[config.mk]
export PLATFORM = sky130hd
export DESIGN_NAME = radix_number_token_parser_core
export DESIGN_NICKNAME = d
export VERILOG_FILES = /design/src/design/rntp_pkg.sv /design/src/design/radix_number_token_parser_core.sv
export SDC_FILE = /design/constraint.sdc
export NUM_CORES = 1
export LEC_CHECK = 0
export BUFFER_PORTS_ARGS = -buffer_cell sky130_fd_sc_hd__buf_4
export CORE_MARGIN = 3
export CORE_UTILIZATION = 60
export DETAILED_ROUTE_END_ITERATION = 16
export PLACE_DENSITY = 0.79
export SYNTH_ARGS = -nofsm -noshare
export SYNTH_HDL_FRONTEND = slang
export SYNTH_SLANG_ARGS = --single-unit
[constraint.sdc]
create_clock -name clk -period 7.1 [get_ports clk]
set_input_delay 0.71 -clock clk [delete_from_list [all_inputs] [get_ports clk]]
set_output_delay 0.71 -clock clk [all_outputs]
set_load 0.02 [all_outputs]
[src/design/rntp_pkg.sv]
// rntp_pkg: shared types and constants for the radix number token parser
// no dependencies; used by the core and its checker

package rntp_pkg;

  localparam int unsigned CH_W    = 8;
  localparam int unsigned VALUE_W = 32;
  localparam int unsigned COUNT_W = 6;
  localparam int unsigned LEN_W   = 6;
  localparam int unsigned FMT_W   = 3;

  // in_tdata: ch; out_tdata: value, digit_count, pushed_char, zero fill
  localparam int unsigned IN_TDATA_W  = 8;
  localparam int unsigned OUT_TDATA_W = 48;
  localparam int unsigned OUT_USED_W  = VALUE_W + COUNT_W + CH_W;

  localparam logic [LEN_W-1:0]   MAX_FIELD_LENGTH = 6'd63;
  localparam logic [COUNT_W-1:0] COUNT_MAX        = 6'd63;

  localparam logic [CH_W-1:0] CH_ZERO  = 8'h30;
  localparam logic [CH_W-1:0] CH_NINE  = 8'h39;
  localparam logic [CH_W-1:0] CH_MINUS = 8'h2d;
  localparam logic [CH_W-1:0] CH_UC_A  = 8'h41;
  localparam logic [CH_W-1:0] CH_UC_Z  = 8'h5a;
  localparam logic [CH_W-1:0] CH_LC_A  = 8'h61;
  localparam logic [CH_W-1:0] CH_LC_F  = 8'h66;

  typedef enum logic [FMT_W-1:0] {
    FMT_BIN  = 3'd0,
    FMT_OCT  = 3'd1,
    FMT_UDEC = 3'd2,
    FMT_HEX  = 3'd3,
    FMT_SDEC = 3'd4
  } fmt_t;

  typedef enum logic {
    REG_FORMAT  = 1'b0,
    REG_MAX_LEN = 1'b1
  } reg_idx_t;

  typedef struct packed {
    logic [CH_W-1:0]    pushed_char;
    logic [COUNT_W-1:0] digit_count;
    logic [VALUE_W-1:0] value;
    logic               pushed_back;
  } result_t;

endpackage

[src/design/radix_number_token_parser_core.sv]
// Radix number token parser: the whole parser, a per-character update with an
// output register and a skid register. Depends on rntp_pkg.

// A character item is taken in every cycle while in_tready is high; its
// result, if it closes a token, is offered on the next cycle, or later if a
// stalled result is still waiting ahead of it. in_tready falls only when both
// the output register and the skid register hold results, so the input runs
// at one item per cycle as long as results are taken. The per-character work
// is a shift-add on the 32-bit accumulator plus a compare on the length
// counter, done combinationally.

module radix_number_token_parser_core (
  input  logic                              clk,
  input  logic                              rst_n,
  // in_tdata: ch[7:0]
  input  logic                              in_tvalid,
  output logic                              in_tready,
  input  logic [rntp_pkg::IN_TDATA_W-1:0]   in_tdata,
  // in_tuser: end_of_stream
  input  logic                              in_tuser,
  // out_tdata: value[31:0], digit_count[37:32], pushed_char[45:38], zero[47:46]
  output logic                              out_tvalid,
  input  logic                              out_tready,
  output logic [rntp_pkg::OUT_TDATA_W-1:0]  out_tdata,
  // out_tuser: pushed_back
  output logic                              out_tuser,
  input  logic                              cfg_valid,
  output logic                              cfg_ready,
  input  logic                              cfg_index,
  input  logic [rntp_pkg::LEN_W-1:0]        cfg_data
);
  import rntp_pkg::*;

  logic [FMT_W-1:0]   fmt_r;
  logic [LEN_W-1:0]   max_len_r;
  logic [VALUE_W-1:0] acc_r, acc_nxt;
  logic [COUNT_W-1:0] digits_r, digits_nxt;
  logic [LEN_W-1:0]   left_r, left_nxt;
  logic               neg_r, neg_nxt;
  logic               start_r, start_nxt;

  result_t out_r, skid_r, res;
  logic    out_v_r, skid_v_r;
  logic    emit;

  logic               in_fire, out_fire, eos;
  logic [CH_W-1:0]    raw, c;
  logic [3:0]         base_m1;
  logic               is_hex, is_minus, is_dec, is_af, d_ok;
  logic [3:0]         d;
  logic [LEN_W-1:0]   left_eff, left_dec;
  logic               limit_hit;
  logic [VALUE_W-1:0] acc_mul, acc_dig, emit_acc;
  logic [COUNT_W-1:0] digits_inc, emit_digits;
  logic               emit_neg;

  assign cfg_ready = 1'b1;
  assign in_tready = !skid_v_r;
  assign in_fire   = in_tvalid && in_tready;
  assign out_fire  = out_tvalid && out_tready;

  assign raw = in_tdata[CH_W-1:0];
  assign eos = in_tuser;
  assign c   = (raw >= CH_UC_A && raw <= CH_UC_Z) ? (raw | 8'h20) : raw;

  always_comb begin
    unique case (fmt_r)
      FMT_BIN: base_m1 = 4'd1;
      FMT_OCT: base_m1 = 4'd7;
      FMT_HEX: base_m1 = 4'd15;
      default: base_m1 = 4'd9;
    endcase
  end

  assign is_hex   = (fmt_r == FMT_HEX);
  assign is_minus = start_r && (fmt_r == FMT_SDEC) && (raw == CH_MINUS);
  assign is_dec   = (c >= CH_ZERO) && (c <= CH_NINE);
  assign is_af    = is_hex && (c >= CH_LC_A) && (c <= CH_LC_F);
  assign d        = is_dec ? c[3:0] : (c[3:0] + 4'd9);
  assign d_ok     = (is_dec || is_af) && (d <= base_m1);

  // length counter, loaded when a token's first character arrives
  assign left_eff  = start_r ? ((max_len_r > MAX_FIELD_LENGTH) ? MAX_FIELD_LENGTH : max_len_r)
                             : left_r;
  assign left_dec  = (left_eff != '0) ? (left_eff - 1'b1) : left_eff;
  assign limit_hit = (left_eff == 6'd1);

  always_comb begin
    unique case (fmt_r)
      FMT_BIN: acc_mul = {acc_r[VALUE_W-2:0], 1'b0};
      FMT_OCT: acc_mul = {acc_r[VALUE_W-4:0], 3'b000};
      FMT_HEX: acc_mul = {acc_r[VALUE_W-5:0], 4'b0000};
      default: acc_mul = {acc_r[VALUE_W-4:0], 3'b000} + {acc_r[VALUE_W-2:0], 1'b0};
    endcase
  end

  assign acc_dig    = acc_mul + {{(VALUE_W-4){1'b0}}, d};
  assign digits_inc = (digits_r == COUNT_MAX) ? digits_r : (digits_r + 1'b1);

  always_comb begin
    emit        = 1'b0;
    emit_acc    = acc_r;
    emit_digits = digits_r;
    emit_neg    = neg_r;
    res.pushed_back = 1'b0;
    res.pushed_char = '0;
    acc_nxt    = acc_r;
    digits_nxt = digits_r;
    left_nxt   = left_r;
    neg_nxt    = neg_r;
    start_nxt  = start_r;
    if (in_fire) begin
      if (eos) begin
        emit = 1'b1;
      end else if (is_minus) begin
        neg_nxt   = 1'b1;
        start_nxt = 1'b0;
        left_nxt  = left_dec;
        emit      = limit_hit;
        emit_neg  = 1'b1;
      end else if (!d_ok) begin
        emit            = 1'b1;
        res.pushed_back = 1'b1;
        res.pushed_char = c;
      end else begin
        acc_nxt     = acc_dig;
        digits_nxt  = digits_inc;
        left_nxt    = left_dec;
        start_nxt   = 1'b0;
        emit        = limit_hit;
        emit_acc    = acc_dig;
        emit_digits = digits_inc;
      end
      if (emit) begin
        acc_nxt    = '0;
        digits_nxt = '0;
        left_nxt   = '0;
        neg_nxt    = 1'b0;
        start_nxt  = 1'b1;
      end
    end
    res.value       = emit_neg ? (~emit_acc + 1'b1) : emit_acc;
    res.digit_count = emit_digits;
  end

  always_ff @(posedge clk) begin
    if (!rst_n) begin
      fmt_r     <= FMT_SDEC;
      max_len_r <= '0;
    end else if (cfg_valid && cfg_ready) begin
      unique case (reg_idx_t'(cfg_index))
        REG_FORMAT:  fmt_r     <= cfg_data[FMT_W-1:0];
        REG_MAX_LEN: max_len_r <= cfg_data;
        default:     ;
      endcase
    end
  end

  always_ff @(posedge clk) begin
    if (!rst_n) begin
      acc_r    <= '0;
      digits_r <= '0;
      left_r   <= '0;
      neg_r    <= 1'b0;
      start_r  <= 1'b1;
    end else begin
      acc_r    <= acc_nxt;
      digits_r <= digits_nxt;
      left_r   <= left_nxt;
      neg_r    <= neg_nxt;
      start_r  <= start_nxt;
    end
  end

  // output register with a skid stage behind it
  always_ff @(posedge clk) begin
    if (!rst_n) begin
      out_v_r  <= 1'b0;
      skid_v_r <= 1'b0;
    end else if (skid_v_r) begin
      if (out_fire) begin
        skid_v_r <= 1'b0;
      end
    end else if (emit) begin
      if (out_v_r && !out_fire) begin
        skid_v_r <= 1'b1;
      end else begin
        out_v_r <= 1'b1;
      end
    end else if (out_fire) begin
      out_v_r <= 1'b0;
    end
  end

  always_ff @(posedge clk) begin
    if (skid_v_r) begin
      if (out_fire) begin
        out_r <= skid_r;
      end
    end else if (emit) begin
      if (out_v_r && !out_fire) begin
        skid_r <= res;
      end else begin
        out_r <= res;
      end
    end
  end

  assign out_tvalid = out_v_r;
  assign out_tuser  = out_r.pushed_back;
  assign out_tdata  = {{(OUT_TDATA_W-OUT_USED_W){1'b0}},
                       out_r.pushed_char, out_r.digit_count, out_r.value};

endmodule

# Yosys cells after proc, flatten, opt, wreduce, memory -nomap -nowiden

Index checks and enable logic that the tools add are counted.

Add/subtract/negate cells: 6
Multiply operators: 0
Divide/modulo/power cells: 0
Magnitude comparators: 8
Equality and inequality tests: 10
Shifts and indexed selects: 0
Mux-type cells: 55
Bitwise logic cells: 3
Reduce and logical (&&, ||, !) cells: 24

Operators by type and width:

| kind                    | count |
|---|---|
| $mux W32                | 6 |
| $mux W47                | 4 |
| $pmux W32 S3            | 1 |
| $mux W6                 | 14 |
| $add A32 B1 Y32 const B | 1 |
| $add A32 B32 Y32        | 1 |
| $add A32 B4 Y32         | 1 |
| $mux W8                 | 4 |
| $not A32 Y32            | 1 |
| $mux W1                 | 24 |
| $ge A8 B7 Y1 const B    | 2 |
| $le A8 B7 Y1 const B    | 2 |
| $pmux W4 S3             | 1 |
| $reduce_and A3 Y1       | 4 |
| $logic_and A1 B1 Y1     | 10 |
| $eq A8 B6 Y1 const B    | 1 |
| $ge A8 B6 Y1 const B    | 1 |
| $le A8 B6 Y1 const B    | 1 |
| $add A6 B1 Y6 const B   | 1 |
| $eq A6 B1 Y1 const B    | 1 |
| $eq A6 B6 Y1 const B    | 1 |
| $gt A6 B6 Y1 const B    | 1 |
| $reduce_bool A6 Y1      | 1 |
| $sub A6 B1 Y6 const B   | 1 |
| other kinds (15)        | 21 |

Flip-flop bits (word level): 151
Bits in latches: 0
Bits in writable memories: 0
Bits in read-only memories: 0
Bits of input ports: 21
Output and inout bits: 52
Word-level logic and storage cells: 123
Memories kept: 0

# Longest topological paths before layout

Gate-level depths: netlist of run 1.

Depth in word-level cells: 18
Mapped depth: 22
Mapped depth without buffers: 20

# Worst setup path after synthesis of run 1

Ideal clock, no wire load.

Kind: input to register
Start: input port in_tdata[2] (netlist bit)
End: register out_r (netlist bit out_tdata[0]), enable pin
Library setup time: 0.467 ns
Arrival: 5.303 ns
Required time: 6.633 ns
Slack: 1.330 ns
Stages: 15
Buffers on the path: 2
Cells stage by stage: clkbuf_1 -> o21bai_1 -> a21oi_1 -> nand2b_1 -> xnor2_1 -> ha_1 -> a21o_1 -> a21oi_1 -> a41oi_1 -> nor2_1 -> nor2_1 -> a211oi_1 -> nand2b_1 -> clkbuf_1 -> a21oi_1

Word-level cells in the longest chain between the ends: 15
Elaborated cells on any way between the ends: 25
Those cells by class: add/sub (1); order compare (7); eq/ne (1); mux (7); reduce/logical (9)

RTL lines:

| what                                                      | RTL line                                                                   | source |
|---|---|---|
| from (decl)                                               | radix_number_token_parser_core.sv:18                                       | `input logic [rntp_pkg::IN_TDATA_W-1:0] in_tdata,` |
| $ge A8 B7 Y1 / $le A8 B7 Y1 (equally long branches)       | radix_number_token_parser_core.sv:64                                       | `assign c = (raw >= CH_UC_A && raw <= CH_UC_Z) ? (raw \| 8'h20) : raw;` |
| $logic_and A1 B1 Y1                                       | radix_number_token_parser_core.sv:64                                       |  |
| $mux W6                                                   | radix_number_token_parser_core.sv:64                                       |  |
| $ge A8 B6 Y1, or another cell as far along                | radix_number_token_parser_core.sv:77                                       | `assign is_dec = (c >= CH_ZERO) && (c <= CH_NINE);` |
| $logic_and A1 B1 Y1 (on tied branches)                    | radix_number_token_parser_core.sv:77, radix_number_token_parser_core.sv:78 |  |
| $mux W4 / $logic_and A1 B1 Y1 (equally long branches)     | radix_number_token_parser_core.sv:79, radix_number_token_parser_core.sv:78 |  |
| $le A4 B4 Y1 / $logic_or A1 B1 Y1 (equally long branches) | radix_number_token_parser_core.sv:80                                       | `assign d_ok = (is_dec \|\| is_af) && (d <= base_m1);` |
| $logic_and A1 B1 Y1                                       | radix_number_token_parser_core.sv:80                                       |  |
| $mux W1                                                   | radix_number_token_parser_core.sv:121                                      | `end else if (!d_ok) begin` |
| $mux W1 (*)                                               | radix_number_token_parser_core.sv:115                                      | `end else if (is_minus) begin` |
| $mux W1 (*)                                               | radix_number_token_parser_core.sv:113                                      | `if (eos) begin` |
| $mux W1 (*) (2 in a row)                                  | radix_number_token_parser_core.sv:112                                      | `if (in_fire) begin` |
| $reduce_bool A2 Y1 (no source line) (*)                   | -                                                                          |  |
| $reduce_and A3 Y1 (no source line) (*)                    | -                                                                          |  |
| to (signal assigned)                                      | radix_number_token_parser_core.sv:198                                      | `out_r <= skid_r;` |
| to (signal assigned)                                      | radix_number_token_parser_core.sv:204                                      | `out_r <= res;` |
| to (decl)                                                 | radix_number_token_parser_core.sv:42                                       | `result_t out_r, skid_r, res;` |

Every way passes the cells marked *; elsewhere a longest branch is shown, timed or not. The select of a mux whose other input is x is not followed.
A chain may end at the register's enable or synchronous reset.

==> metrics.cfg, run 1 <==
[timing]
fmax_mhz = 175
hold_viol = 0
finalCriticalPeriod_ps = 5710
worst_pin_slew_ps = 1300
tns_ps = 0
drv_slew = 0
fin_crit_sh = 0.804
slew_headroom = 0.121
rsz0062_at_grt = false
finalClockSkew_ps = 10.7
final-setup-viol-count = 0

[clock_tree]
cts_sinks = 151
post_cts_buffers = 0
clkTransAtPathRegs_ps = 70
cts_resized = 0
clockBufferDepth = 2
clk_latency_ps = 420
htree_levels = 4
numCtsBuffers = 17
cts_tree = built
cts_hold_buf = 0
cts-root-buf = clkbuf_16

[synth]
synth_seq_cells = 151
async_flop_share = 0
ys.flop_type = edfxtp_1
syn_inst = 1228
synth-edff-count = 94
ys_seq_area_frac = 0.358
ys_types = 100
syn-cell-area_um2 = 11100
synth_warnings = 0
syn_avg_cell_area_um2 = 9.01

[floorplanning]
start_util = 0.614
dieArea_um2 = 20100
io_pins = 73
coreArea_um2 = 18000
rows = 49
dieHeight_um = 142
die_w_um = 142

[setup_path]
path_cells = buf_4 -> inv_1 -> ha_1 -> o21bai_1 -> a21oi_1 -> nand2b_1 -> xnor2_1 -> inv_1 -> fa_1 -> inv_1 -> a21oi_1 -> a211oi_1 -> nand2_1 -> nor4_4 -> nand4b_1 -> nor4_1 -> xnor2_1 -> a31o_2 -> nor2b_1 -> a41oi_1 -> xnor2_1
rrSetupSlack_ps = 1480
slowest_delay_ps = 720
crit_path_start_kind = input port
cp_top_family = simple AND/OR/NAND/NOR gates
worst_setup_path_end_kind = register
reg2reg_to = skid_r[29]$_DFFE_PP_
ff2ff_path_depth = 18
crit_buf_inv = 4
slowest_stage = nor2b_1
critPathKind = in -> reg
r2r-start = fmt_r[2]$_SDFFE_PN1P_
arrival_ps = 5870
required_ps = 7260
critical_path.max_fanout = 13

[route]
drt-total-wl_mm = 28.9
drt-initial-drc-count = 1076
ant_nets = 0
drc = 0
viasPerCell = 6.64
wl_per_cell_um = 19.3
num_vias = 9943
drtPass1Iterations = 5

[hold_path]
min_path_cells = 2
hold_path_class = reg -> reg
hold_end = left_r[1]$_SDFFE_PN0P_
min-delay-start = left_r[1]$_SDFFE_PN0P_

[global_routing]
antenna_found_initial = 0
grt_max_degree = 48
grtUsageTotal = 0.288
grt_pass1_wl_mm = 47.5
grt_pass1_vias = 9399
grt.overflow.total = 0

[final_layout]
drive_above_1_share = 0.151
syn2layout_area_growth_pct = 10.8
diodes = 0
nNetsFinal = 1322
fillers = 1417
design_area_um2 = 12300

[power]
switching_share = 0.263
power.density_nw_per_um2 = 178
pwr-share-seq = 0.455
p_int_mw = 1.60
p_clk_frac = 0.427
p_sw_mw = 0.573
p_comb_frac = 0.117
irDropWorstVdd_uv = 210
p_leak_nw = 4.72
total_power_mw = 2.18

[job]
drv_cap = 0

[place]
place.gp.congestion = 0.968
post_dp_cell_area_um2 = 11700
io_buffers = 69
hpwl_mm = 20.5

[outcome]
outcome = finished clean

power by group through the flow:
stage	logic [mW]	clock network, mW	registers (mW)
floorplan	0.143	0	1.03
global placement	0.245	0	1.01
detailed placement	0.251	0	1.01
CTS	0.254	0.933	0.992
global route	0.277	0.970	0.995
finish	0.255	0.930	0.992
logic make-up (layout without fill, tap and decap cells):
group,Yosys count,in the layout,synth area share
compound gates,334,334,0.207
other cells,2,3,0.000679
buf+inv,100,140,0.0389
simple gates,468,468,0.229
flops,151,151,0.358
mux,70,70,0.0678
fa+ha+maj,45,45,0.0522
xor+xnor,58,58,0.0459
through the flow:
stage	cells	worst slack (ps)	util	hold slack, ps
6_report	1498	1390	0.680	467
5_1_grt	1498	831	0.680	491
4_1_cts	1498	1500	0.680	460
3_5_place_dp	1466	1110	0.647	447
3_3_place_gp	1466	1300	0.647	446
2_1_floorplan	1229	1330	-	431
worst max-delay path by stage:
stage / startpoint / end / depth (start not counted)
finish: in_tdata[1] / skid_r[29]$_DFFE_PP_ / 21
global route: in_tdata[1] / skid_r[29]$_DFFE_PP_ / 21
CTS: in_tdata[1] / skid_r[29]$_DFFE_PP_ / 21
detailed placement: in_tdata[1] / skid_r[29]$_DFFE_PP_ / 21
global placement: in_tdata[1] / skid_r[29]$_DFFE_PP_ / 21
floorplan: in_tdata[2] / out_tdata[0]$_DFFE_PP_ / 15
area by class of cell:
| class | instances | area, um2 | share of cell area |
|---|---|---|---|
| clock buffer | 17 | 425 | 0.0347 |
| clock inverter | 15 | 178 | 0.0145 |
| inverter | 28 | 105 | 0.00857 |
| multi-input combinational | 978 | 6700 | 0.546 |
| sequential | 151 | 3970 | 0.323 |
| tap | 229 | 287 | 0.0234 |
| timing repair buffer | 80 | 601 | 0.0490 |
layout by cell type (no fill, tap or decap), types with 6 or more instances in the layout:
cell / n
nand2_1: 108
inv_6: 6
inv_1: 28
nor3_1: 27
a21oi_1: 78
or2_2: 6
and3_1: 22
clkbuf_16: 17
ha_1: 43
o21ai_0: 46
mux2i_1: 32
nand3_1: 42
xor2_1: 21
edfxtp_1: 94
nor2_1: 99
or4_1: 6
and4_1: 11
mux2_2: 37
nand4_1: 16
o211ai_1: 10
a21boi_0: 9
and2_1: 24
nor2b_1: 18
o22ai_1: 16
nand2b_1: 16
nor4_1: 15
buf_4: 80
a21o_1: 28
a211oi_1: 22
dfxtp_1: 56
xnor2_1: 37
a31oi_1: 25
o21a_1: 8
or3_1: 11
o21bai_1: 8
registers in the layout, indices dropped and copies added, names as in the netlist, 3 cells and up:
register,count
skid_r,47
out_tdata,46
acc_r,32
digits_r,6
left_r,6
max_len_r,6
fmt_r,3
cells in the mapped netlist (22+ instances only):
master / count / area [um2]
a211oi_1: 22 / 165
a21o_1: 28 / 210
a21oi_1: 80 / 400
a31oi_1: 25 / 156
and2_1: 25 / 156
and3_1: 22 / 138
clkbuf_1: 46 / 173
dfxtp_1: 57 / 1140
edfxtp_1: 94 / 2820
ha_1: 43 / 538
inv_1: 28 / 105
mux2_2: 37 / 417
mux2i_1: 32 / 320
nand2_1: 108 / 405
nand3_1: 42 / 210
nor2_1: 99 / 372
nor3_1: 28 / 140
o21ai_0: 46 / 230
xnor2_1: 37 / 324
tightest hold or removal path, cell delays in order, from the launching register on:
cell and delay (ps):
dfxtp_1 310, nand2_1 50, a21oi_1 50
routing by layer:
layer / up-vias / global-route usage / routed length, um
met5: - / 0 / 0
met4: 0 / 0.0823 / 589
met3: 54 / 0.0492 / 2380
li1: 4715 / - / -
met2: 464 / 0.445 / 12900
met1: 4710 / 0.419 / 13000
No activity file was read; power rests on OpenSTA's default activity.
==> run 2: changes to the inputs <==
==> constraint.sdc (replaced) <==
create_clock -name clk -period 5.6 [get_ports clk]
set_input_delay 0.56 -clock clk [delete_from_list [all_inputs] [get_ports clk]]
set_output_delay 0.56 -clock clk [all_outputs]
set_load 0.02 [all_outputs]
==> metrics.cfg, run 2 (same netlist as run 1, synthesis figures left out) <==
[final_layout]
seq_area_um2 = 3970
multi_input_comb_area_um2 = 6700
final_common_cell = nand2_1
mostFrequentLayoutCells = nand2_1, buf_4, nor2_1
nNetsFinal = 1347
fin_util = 0.690
fillers = 1393
fin_cells = 1523
design_area_um2 = 12400
diodes = 0
syn2layout_area_growth_pct = 12.4
drive_above_1_share = 0.168
largest_register_ffs = 47
regMostFlops = skid_r

[clock_tree]
cts-root-buf = clkbuf_16
cts_sinks = 151
htree_levels = 4
cts_hold_buf = 0
clockBufferDepth = 2
numCtsBuffers = 17
cts_resized = 0
post_cts_buffers = 0
cts_tree = built
clk_latency_ps = 430
clkTransAtPathRegs_ps = 70

[timing]
worst_pin_slew_ps = 815
rsz0062_at_grt = false
fmax_mhz = 195
finalClockSkew_ps = 12.7
finalCriticalPeriod_ps = 5120
tns_ps = 0
slew_headroom = 0.453
final-setup-viol-count = 0
drv_slew = 0
hold_viol = 0
fin_crit_sh = 0.914

[setup_path]
path_cells = ha_1 -> fa_1 -> a21o_1 -> a221oi_2 -> mux2i_1 -> nor2_1 -> nor4b_1 -> nand4b_1 -> nor3_1 -> a21boi_1 -> o31ai_4 -> and4_1 -> nand3_1 -> a311oi_1
required_ps = 5840
slowest_delay_ps = 530
crit_path_start_kind = register
worst_setup_path_end_kind = register
critPathKind = reg -> reg
cp_top_family = simple AND/OR/NAND/NOR gates
crit_buf_inv = 0
slowest_stage = nor4b_1
arrival_ps = 5350
critical_path.max_fanout = 8

[global_routing]
grt_pass1_wl_mm = 48.5
antenna_found_initial = 0
grtUsageTotal = 0.294
grt.overflow.total = 0
top_usage_layer = met2
grtUsageMet3 = 0.0462
grt_max_degree = 42
use_met2 = 0.452
grtUsageMet1 = 0.433
grt_pass1_vias = 9348

[place]
hpwl_mm = 21.3
io_buffers = 69
post_dp_cell_area_um2 = 11900
place.gp.congestion = 0.936
post-place-cells = 1491

[power]
irDropWorstVdd_uv = 226
power.density_nw_per_um2 = 219
total_power_mw = 2.73
p_leak_nw = 4.84

[hold_path]
hold_path_class = in -> reg

[floorplanning]
io_pins = 73
rows = 49
dieHeight_um = 142
die_w_um = 142
dieArea_um2 = 20100
start_util = 0.614
coreArea_um2 = 18000

[route]
drc = 0
drt-total-wl_mm = 29.8
drt-initial-drc-count = 958
viasPerCell = 6.58
ant_nets = 0
drtPass1Iterations = 5
wl_per_cell_um = 19.5
num_vias = 10022

[job]
drv_cap = 0

[outcome]
outcome = finished clean

-- run 2: changes by cell type in the layout (fill, tap and decap cells not counted), sizes merged --
cell    change
clkinv      +1
bufinv      -1
buf        +25
-- run 2: power breakdown --
group | internal, mW | switching (mW) | total [mW]
clock | 0.632 | 0.507 | 1.14
combinational | 0.131 | 0.205 | 0.336
sequential | 1.23 | 0.0218 | 1.25
-- run 2: layer usage --
metal,wire [um],vias to the layer above
met3,2700,38
met2,13400,498
met5,0,-
met4,476,0
met1,13200,4726
li1,-,4760
-- run 2: final cells by class --
class / count / share of cell area
multi-input cells: 978 / 0.539
flip-flops and latches: 151 / 0.319
repair buffers: 105 / 0.0644
clock buffers: 17 / 0.0342
well taps: 229 / 0.0230
clock inverters: 15 / 0.0126
inverters: 28 / 0.00845
-- run 2: final timing paths --
path | slack, ps | from | endpoint | cells after the start
hold reg to reg | 460 | left_r[1]$_SDFFE_PN0P_ | left_r[1]$_SDFFE_PN0P_ | 2
hold / removal | 380 | cfg_data[2] | fmt_r[2]$_SDFFE_PN1P_ | 3
setup reg to reg | 480 | acc_r[0]$_SDFFE_PN0P_ | skid_r[31]$_DFFE_PP_ | 14
setup / recovery | 480 | acc_r[0]$_SDFFE_PN0P_ | skid_r[31]$_DFFE_PP_ | 14
-- run 2: through the flow --
stage	hold WS (ps)	setup slack [ps]
6_report	381	483
5_1_grt	404	89.1
4_1_cts	360	599
3_5_place_dp	447	278
3_3_place_gp	448	482
2_1_floorplan	431	437
-- run 2: worst register-to-register path, delay by kind of cell, from the launching register on --
family	cells	cell delay (ps)
AO/OA/AOI/OAI	5	1640
flip-flops	1	330
multiplexers	1	390
AND/OR/NAND/NOR	6	1900
adder cells (fa/ha/maj)	2	660
